$ cat src/design/assert_macros.svh
// ----------------------------------------------------------------------------
// Assertion macros
// Clocked assertion wrappers that compile away when SYNTH is defined.
// ----------------------------------------------------------------------------
`ifndef ASSERT_MACROS_SVH
`define ASSERT_MACROS_SVH
`ifndef SYNTH
// Checked on every rising edge outside of reset.
`define ASSERT_CLK(label, clk, rst_n, prop, msg) \
    label: assert property (@(posedge clk) disable iff (!rst_n) (prop)) else $error(msg);
// Checked on every rising edge, reset included.
`define ASSERT_ALWAYS(label, clk, prop, msg) \
    label: assert property (@(posedge clk) (prop)) else $error(msg);
`else
`define ASSERT_CLK(label, clk, rst_n, prop, msg)
`define ASSERT_ALWAYS(label, clk, prop, msg)
`endif
`endif

$ cat src/design/dip_pkg.sv
// ----------------------------------------------------------------------------
// Decimal integer parser package
// Request types, number kind codes and parsing constants.
// ----------------------------------------------------------------------------
`timescale 1ns / 1ps
`default_nettype none

package dip_pkg;

    // Number kind codes held in the configuration register.
    localparam logic [1:0] KIND_UNSIGNED = 2'd0;
    localparam logic [1:0] KIND_BYTE     = 2'd1;
    localparam logic [1:0] KIND_SIGNED   = 2'd2;

    localparam int unsigned ACC_W = 33;

    // Bounds checked before each digit and at the end of a byte field.
    localparam logic [ACC_W-1:0] LIMIT_UNSIGNED = 33'd107374180;
    localparam logic [ACC_W-1:0] LIMIT_SIGNED   = 33'd536870000;
    localparam logic [ACC_W-1:0] BYTE_BOUND     = 33'd256;

    // Character codes.
    localparam logic [7:0] CHAR_ZERO  = 8'h30;
    localparam logic [7:0] CHAR_NINE  = 8'h39;
    localparam logic [7:0] CHAR_MINUS = 8'h2D;

    // Input request: one character of a field.
    typedef struct packed {
        logic [7:0] character;
        logic       last;
        logic       empty_field;
    } char_req_t;

    // Output request: one parsed field.
    typedef struct packed {
        logic             accepted;
        logic [ACC_W-1:0] magnitude;
        logic             negative;
    } result_req_t;

    // Classified character as it travels through the queue.
    typedef struct packed {
        logic       is_digit;
        logic [3:0] digit;
        logic       is_minus;
        logic       last;
        logic       empty_field;
    } char_class_t;

endpackage

`default_nettype wire

$ cat src/design/decimal_integer_parser_unit.sv
// A field's result passes through the queue and then the back end's output register.
// One character per cycle while the queue has room; the multiply-by-ten accumulate is combinational.
// The queue between front and back absorbs output stalls of up to QUEUE_DEPTH characters.
// Reset: rst_n clears the queue, the field state and the kind register (unsigned, below 2^30).
// No clearing pass is needed; the block takes characters right after reset.
// ----------------------------------------------------------------------------
// Decimal integer parser unit
// Parses ASCII decimal fields one character per cycle, while the queue has room, with range checking.
// ----------------------------------------------------------------------------
`timescale 1ns / 1ps
`default_nettype none

module decimal_integer_parser_unit #(
    parameter int QUEUE_DEPTH = 2
) (
    input  wire                  clk,
    input  wire                  rst_n,
    input  wire                  cfg_write_en,
    input  wire [1:0]            cfg_write_data,
    input  wire                  char_valid,
    output logic                 char_stall,
    input  dip_pkg::char_req_t   char_data,
    output logic                 result_valid,
    input  wire                  result_stall,
    output dip_pkg::result_req_t result_data
);
    import dip_pkg::*;

    logic [1:0]   kind_reg;
    char_class_t  front_class;
    char_class_t  head_data;
    logic         queue_full;
    logic         head_valid;
    logic         pop;
    logic         push;

    // Number kind configuration register.
    always_ff @(posedge clk or negedge rst_n)
    begin
        if (!rst_n)
        begin
            kind_reg <= KIND_UNSIGNED;
        end
        else if (cfg_write_en)
        begin
            kind_reg <= cfg_write_data;
        end
    end

    // Characters are taken while the queue has room.
    assign char_stall = queue_full;
    assign push       = char_valid && !queue_full;

    dip_front u_front (
        .char_data  (char_data),
        .char_class (front_class)
    );

    dip_queue #(
        .DEPTH (QUEUE_DEPTH)
    ) u_queue (
        .clk        (clk),
        .rst_n      (rst_n),
        .push       (push),
        .push_data  (front_class),
        .pop        (pop),
        .full       (queue_full),
        .head_valid (head_valid),
        .head_data  (head_data)
    );

    dip_back u_back (
        .clk          (clk),
        .rst_n        (rst_n),
        .number_kind  (kind_reg),
        .head_valid   (head_valid),
        .head_data    (head_data),
        .pop          (pop),
        .result_valid (result_valid),
        .result_stall (result_stall),
        .result_data  (result_data)
    );

endmodule

`default_nettype wire

$ cat src/design/dip_front.sv
// ----------------------------------------------------------------------------
// Decimal integer parser front end
// Classifies each incoming character before it enters the queue.
// ----------------------------------------------------------------------------
`timescale 1ns / 1ps
`default_nettype none

module dip_front (
    input  dip_pkg::char_req_t   char_data,
    output dip_pkg::char_class_t char_class
);
    import dip_pkg::*;

    logic [7:0] char_offset;

    // Digit detection and value extraction.
    always_comb
    begin
        char_offset            = char_data.character - CHAR_ZERO;
        char_class.is_digit    = (char_data.character >= CHAR_ZERO) &&
                                 (char_data.character <= CHAR_NINE);
        char_class.digit       = char_offset[3:0];
        char_class.is_minus    = (char_data.character == CHAR_MINUS);
        char_class.last        = char_data.last;
        char_class.empty_field = char_data.empty_field;
    end

endmodule

`default_nettype wire

$ cat src/design/dip_queue.sv
// ----------------------------------------------------------------------------
// Decimal integer parser queue
// Small first-in first-out buffer between the front and back ends.
// ----------------------------------------------------------------------------
`timescale 1ns / 1ps
`default_nettype none

`include "assert_macros.svh"

module dip_queue #(
    parameter int DEPTH = 2
) (
    input  wire                   clk,
    input  wire                   rst_n,
    input  wire                   push,
    input  dip_pkg::char_class_t  push_data,
    input  wire                   pop,
    output logic                  full,
    output logic                  head_valid,
    output dip_pkg::char_class_t  head_data
);
    import dip_pkg::*;

    localparam int PTR_W = (DEPTH > 1) ? $clog2(DEPTH) : 1;
    localparam int CNT_W = $clog2(DEPTH + 1);
    localparam logic [PTR_W-1:0] LAST_PTR = PTR_W'(DEPTH - 1);
    localparam logic [CNT_W-1:0] FULL_CNT = CNT_W'(DEPTH);

    char_class_t            entry_reg [DEPTH];
    logic [PTR_W-1:0]       wr_ptr_reg;
    logic [PTR_W-1:0]       wr_ptr_next;
    logic [PTR_W-1:0]       rd_ptr_reg;
    logic [PTR_W-1:0]       rd_ptr_next;
    logic [CNT_W-1:0]       count_reg;
    logic [CNT_W-1:0]       count_next;

    // Status and pointer updates.
    always_comb
    begin
        full        = (count_reg == FULL_CNT);
        head_valid  = (count_reg != '0);
        head_data   = entry_reg[rd_ptr_reg];
        wr_ptr_next = (wr_ptr_reg == LAST_PTR) ? '0 : wr_ptr_reg + 1'b1;
        rd_ptr_next = (rd_ptr_reg == LAST_PTR) ? '0 : rd_ptr_reg + 1'b1;
        count_next  = count_reg;
        if (push && !pop)
        begin
            count_next = count_reg + 1'b1;
        end
        else if (!push && pop)
        begin
            count_next = count_reg - 1'b1;
        end
    end

    // Control registers.
    always_ff @(posedge clk or negedge rst_n)
    begin
        if (!rst_n)
        begin
            wr_ptr_reg <= '0;
            rd_ptr_reg <= '0;
            count_reg  <= '0;
        end
        else
        begin
            if (push)
            begin
                wr_ptr_reg <= wr_ptr_next;
            end
            if (pop)
            begin
                rd_ptr_reg <= rd_ptr_next;
            end
            count_reg <= count_next;
        end
    end

    // Entry storage.
    always_ff @(posedge clk)
    begin
        if (push)
        begin
            entry_reg[wr_ptr_reg] <= push_data;
        end
    end

    // The fill count never exceeds the depth.
    `ASSERT_ALWAYS(a_count_bound, clk, !rst_n || count_reg <= FULL_CNT, "queue count above depth")
    // A lone push grows the fill count by one.
    `ASSERT_CLK(a_push_grows, clk, rst_n, push && !pop |=> count_reg == CNT_W'($past(count_reg) + 1'b1), "queue count did not grow on push")

endmodule

`default_nettype wire

$ cat src/design/dip_back.sv
// ----------------------------------------------------------------------------
// Decimal integer parser back end
// Accumulates digits, tracks field state and registers each field result.
// ----------------------------------------------------------------------------
`timescale 1ns / 1ps
`default_nettype none

`include "assert_macros.svh"

module dip_back (
    input  wire                   clk,
    input  wire                   rst_n,
    input  wire [1:0]             number_kind,
    input  wire                   head_valid,
    input  dip_pkg::char_class_t  head_data,
    output logic                  pop,
    output logic                  result_valid,
    input  wire                   result_stall,
    output dip_pkg::result_req_t  result_data
);
    import dip_pkg::*;

    logic [ACC_W-1:0] acc_reg;
    logic [ACC_W-1:0] acc_next;
    logic             at_start_reg;
    logic             at_start_next;
    logic             rejected_reg;
    logic             rejected_next;
    logic             minus_reg;
    logic             minus_next;
    logic             digit_seen_reg;
    logic             digit_seen_next;
    logic             result_valid_reg;
    result_req_t      result_data_reg;
    result_req_t      result_data_next;

    logic             ends_field;
    logic [ACC_W-1:0] limit;
    logic [ACC_W-1:0] acc_times_ten;
    logic             field_ok;

    // Character step: minus, limit check, digit check and accumulate.
    always_comb
    begin
        ends_field      = head_data.last || head_data.empty_field;
        pop             = head_valid && (!ends_field || !result_valid_reg || !result_stall);
        limit           = (number_kind == KIND_SIGNED) ? LIMIT_SIGNED : LIMIT_UNSIGNED;
        acc_times_ten   = (acc_reg << 3) + (acc_reg << 1);
        acc_next        = acc_reg;
        at_start_next   = 1'b0;
        rejected_next   = rejected_reg;
        minus_next      = minus_reg;
        digit_seen_next = digit_seen_reg;
        if (!rejected_reg)
        begin
            if (at_start_reg && (number_kind == KIND_SIGNED) && head_data.is_minus)
            begin
                minus_next = 1'b1;
            end
            else if (acc_reg >= limit || !head_data.is_digit)
            begin
                rejected_next = 1'b1;
            end
            else
            begin
                acc_next        = acc_times_ten + ACC_W'(head_data.digit);
                digit_seen_next = 1'b1;
            end
        end

        // End of field verdict; an empty field is always rejected.
        field_ok = !rejected_next && digit_seen_next && !head_data.empty_field &&
                   !((number_kind == KIND_BYTE) && (acc_next >= BYTE_BOUND));
        result_data_next.accepted  = field_ok;
        result_data_next.magnitude = field_ok ? acc_next : '0;
        result_data_next.negative  = field_ok && minus_next;
    end

    // Field state registers; a finished field returns to its start state.
    always_ff @(posedge clk or negedge rst_n)
    begin
        if (!rst_n)
        begin
            acc_reg        <= '0;
            at_start_reg   <= 1'b1;
            rejected_reg   <= 1'b0;
            minus_reg      <= 1'b0;
            digit_seen_reg <= 1'b0;
        end
        else if (pop)
        begin
            if (ends_field)
            begin
                acc_reg        <= '0;
                at_start_reg   <= 1'b1;
                rejected_reg   <= 1'b0;
                minus_reg      <= 1'b0;
                digit_seen_reg <= 1'b0;
            end
            else
            begin
                acc_reg        <= acc_next;
                at_start_reg   <= at_start_next;
                rejected_reg   <= rejected_next;
                minus_reg      <= minus_next;
                digit_seen_reg <= digit_seen_next;
            end
        end
    end

    // Output register valid flag.
    always_ff @(posedge clk or negedge rst_n)
    begin
        if (!rst_n)
        begin
            result_valid_reg <= 1'b0;
        end
        else if (pop && ends_field)
        begin
            result_valid_reg <= 1'b1;
        end
        else if (!result_stall)
        begin
            result_valid_reg <= 1'b0;
        end
    end

    // Output register payload.
    always_ff @(posedge clk)
    begin
        if (pop && ends_field)
        begin
            result_data_reg <= result_data_next;
        end
    end

    assign result_valid = result_valid_reg;
    assign result_data  = result_data_reg;

    // A finished field always leaves a result waiting.
    `ASSERT_CLK(a_end_gives_result, clk, rst_n, pop && ends_field |=> result_valid_reg, "field end without result")
    // A finished field clears the field state.
    `ASSERT_CLK(a_end_clears, clk, rst_n, pop && ends_field |=> at_start_reg && !rejected_reg && acc_reg == '0, "field state not cleared")

endmodule

`default_nettype wire

$ cat config.mk
export PLATFORM = sky130hd
export DESIGN_NAME = decimal_integer_parser_unit
export DESIGN_NICKNAME = d
export VERILOG_FILES = /design/src/design/dip_pkg.sv /design/src/design/decimal_integer_parser_unit.sv /design/src/design/dip_front.sv /design/src/design/dip_queue.sv /design/src/design/dip_back.sv
export VERILOG_INCLUDE_DIRS = /design/src /design/src/design
export SDC_FILE = /design/constraint.sdc
export NUM_CORES = 1
export LEC_CHECK = 0
export ABC_AREA = 1
export BUFFER_PORTS_ARGS = -buffer_cell sky130_fd_sc_hd__clkbuf_2
export CAP_MARGIN = 10
export CORE_ASPECT_RATIO = 1.1
export CORE_UTILIZATION = 50
export DETAILED_ROUTE_END_ITERATION = 8
export GPL_TIMING_DRIVEN = 1
export PLACE_DENSITY = 0.68
export SYNTH_ARGS = -nofsm -noshare
export SYNTH_HDL_FRONTEND = slang
export SYNTH_SLANG_ARGS = --single-unit
$ cat constraint.sdc
create_clock -name clk -period 9 [get_ports clk]
set_clock_uncertainty 0.1 [all_clocks]
set_input_delay 1.35 -clock clk [delete_from_list [all_inputs] [get_ports clk]]
set_output_delay 1.35 -clock clk [all_outputs]
set_load 0.01 [all_outputs]
==> summary.txt <==
Status
  • Status: completed

Cells and area
  • Filler cells: between 1,000 and 1,500
  • # diodes: 0
  • Non-filler cells, final: around 1,300
  • Largest register FFs: 35
  • # nets final: ~1,200
  • Layout area overhead: 9.08%
  • Layout cell share with drive strength beyond 1: between 10 and 15%

Timing
  • Final Hold Vio Count: 0
  • Period utilisation layout: 53.3%
  • Headroom to the max-slew limit: between 20% and 30%
  • Fmax: between 200 and 250 MHz
  • Unrepaired setup endpoints after global routing: no
  • Final setup violating endpoints: 0
  • Slew Viols, Final: 0
  • Final worst slack: 4.20 ns
  • Worst-Margin Slew: 1.15 ns
  • Tmin final: around 4.8 ns
  • Final TNS setup: 0 ns

Power and ir drop
  • Max IR drop VDD: between 0.15 and 0.2 mV
  • Power per cell area: ~310 nW/um^2
  • Leakage Power: 4.45 nW

Setup path
  • CP delay by family, top: simple AND/OR/NAND/NOR gates
  • Crit path launch: kind_reg[1]
  • RR Endpoint: u_back.result_data[3]
  • Setup crit end: u_back.result_data[3]
  • Crit path top cell by count: nand2_1
  • Cell depth of the worst setup path: 21
  • Slowest cell on crit path: nand3_2
  • Worst path cell trace: inv_1 > nor2_1 > inv_1 > ha_1 > nand2_1 > o21ai_1 > nor2_1 > nand2_1 > a21oi_2 > nand2_1 > inv_2 > nand3_2 > o21ai_2 > nand2_1 > nor2_1 > nand2_1 > nor2_1 > nand2_1 > nand2_2 > nand2_4 > nor2_1
  • Crit start category: flop
  • Crit-path max cell delay: 0.75 ns
  • Worst Path Max Fanout: 48
  • R2R setup slack: between 4 and 5 ns
  • CP Data Arrival Time: about 5 ns
  • Element type at the critical path end: flop
  • WP data required: around 9 ns
  • CP bufs+invs: 3
  • R2r startpoint: kind_reg[1]
  • Worst-case reg-to-reg path depth: 21
  • Critical path class: reg -> reg

GRT
  • Largest net degree at the start of global routing: 49
  • Grt total ovfl: 0
  • Initial antenna violation count: 0
  • Vias in the first global route: between 6,000 and 7,000
  • Total track usage: between 20% and 30%
  • First-pass GRT wire length: between 30,000 and 40,000 um

Route
  • Post-DR wirelength/cell: roughly 15 um
  • DRC Markers: 0
  • Routed Antenna Nets: 0
  • Mean number of vias per cell: 5.10
  • First-pass iteration count of the detailed router: 9
  • DR iter-0 viols: around 480
  • DR vias: 6,513
  • Routed WL: around 19,000 um

Floorplan
  • IO Pins: between 50 and 60
  • Die span in y: 130 um
  • Chip width: between 100 and 150 um
  • Die area: about 15,000 sq um
  • Initial Util: around half
  • # rows: 46
  • Core Box Area: approximately 15,000 sq um

CTS
  • H-tree Lvls: 3
  • CTS Buffer Depth: 2
  • Post-CTS Hold Fix Bufs: 0
  • Clock Tree Root: clkbuf_16
  • Clk_lat worst skew: around 0.34 ns
  • Post CTS Setup Buffer Count: 0
  • CTS tree: done
  • Post-CTS sizing: 0
  • CTS Buf Count: 9
  • Clk pin slew, worst setup/hold paths: about 0.06 ns
  • Clk sink count: 95

Synth
  • Mapped Area: around 7400 sq um
  • FFs w/ async S/R, synth: a little under half
  • Avg Cell Area, Syn: between 7 and 8 sq um
  • EDFF count, synth: between 50 and 60
  • Seq cells post-synth: 95
  • Main flop type after synthesis: edfxtp_1
  • Yosys cell types: 40
  • Ranking of synthesized cells by area: edfxtp_1 21%, nand2_1 18%, dfrtp_1 14%
  • Count leader, synth: nand2_1
  • Top cell type's share of synthesized area: 20.6%
  • Cells after Synth: 1,031
  • Top post-synthesis cells by count: 362 x nand2_1, 176 x inv_1, 92 x nor2_1
  • Mapped Nets: ~1,100
  • Cell taking the most area after synthesis: edfxtp_1
  • Yosys warns: 0
  • Sequential area share after synthesis: 35.4%

Min path
  • Hold Path Class: reg -> reg
  • Hold Path Cell Cnt: 2

Place
  • Final Wtd Congestion: between 0.9 and 1
  • Dpl hpwl: between 10,000 and 15,000 um
  • # placed instances: 1,261
  • Port buffer count: 53
  • Dpl ws: approximately 4.3 ns

Flow run
  • Max-Cap Viols: 0
how the worst min path moves through the flow:
stage                        startpoint             endpoint
floorplan           u_back.at_start_reg  u_back.at_start_reg
global placement    u_back.at_start_reg  u_back.at_start_reg
detailed placement  u_back.at_start_reg  u_back.at_start_reg
CTS                 u_back.at_start_reg  u_back.at_start_reg
global route        u_back.at_start_reg  u_back.at_start_reg
finish              u_back.at_start_reg  u_back.at_start_reg
layout by cell type, fill, tap and decap left out, drive strengths merged, types with 10 or more instances in the layout:
cell,count
xor2,12
ha,74
a21oi,20
edfxtp,51
nand4,10
dfrtp,43
nand2,366
clkbuf,63
inv,180
nor2,128
o21ai,34
nand3,41
o22ai,20
worst reg2reg max path: stages (launching register included):
cell and delay (ns):
dfrtp_1 0.34, inv_1 0.06, nor2_1 0.21, inv_1 0.29, ha_1 0.38, nand2_1 0.10
o21ai_1 0.08, nor2_1 0.16, nand2_1 0.09, a21oi_2 0.14, nand2_1 0.08, inv_2 0.08
nand3_2 0.75, o21ai_2 0.60, nand2_1 0.10, nor2_1 0.13, nand2_1 0.06, nor2_1 0.09
nand2_1 0.07, nand2_2 0.08, nand2_4 0.39, nor2_1 0.26
routing by layer:
layer | share of wire [%] | track usage (%) | vias to the layer above
li1 | - | - | 3338
met1 | 45 | 32.1 | 2976
met2 | 48 | 46.3 | 158
met3 | 3.7 | 3.28 | 41
met4 | 4.1 | 12.1 | 0
met5 | 0 | 0 | -
metrics by stage:
| stage | power, mW | util (%) | area [sq um] | hold slack (ns) |
|---|---|---|---|---|
| final | 2.53 | 56.0 | 8120 | 0.371 |
| after global placement | 2.18 | 54.1 | 7850 | 0.364 |
| after floorplan | 1.79 | - | 7440 | 0.348 |
| after global routing | 2.73 | 56.0 | 8120 | 0.401 |
| after detailed placement | 2.18 | 54.1 | 7850 | 0.361 |
| after CTS | 2.53 | 56.0 | 8120 | 0.372 |
power by group:
part | internal [mW] | switching (mW) | total (mW)
registers | 0.655 | 0.121 | 0.777
logic | 0.437 | 0.969 | 1.41
clock network | 0.186 | 0.159 | 0.345
total | 1.28 | 1.25 | 2.53
kinds of logic (layout without fill, tap and decap cells):
| kind of cell | count (synthesis) | count (layout) | synth area share [%] |
|---|---|---|---|
| flops | 95 | 95 | 35.4 |
| fa+ha+maj | 76 | 76 | 13.0 |
| mux | 3 | 3 | 0.404 |
| xor+xnor | 17 | 17 | 2.00 |
| simple gates | 561 | 561 | 32.1 |
| buf+inv | 197 | 251 | 10.8 |
| compound gates | 82 | 82 | 6.32 |
layout make-up:
type,instances,area (sq um),share of cell area (%)
multi-input combinational,739,4020,49.5
sequential,95,2630,32.4
inverter,180,676,8.32
timing repair buffer,55,280,3.45
tap,192,240,2.96
clock buffer,10,229,2.82
clock inverter,6,37.5,0.462
Power figures use the tool's default switching activity.
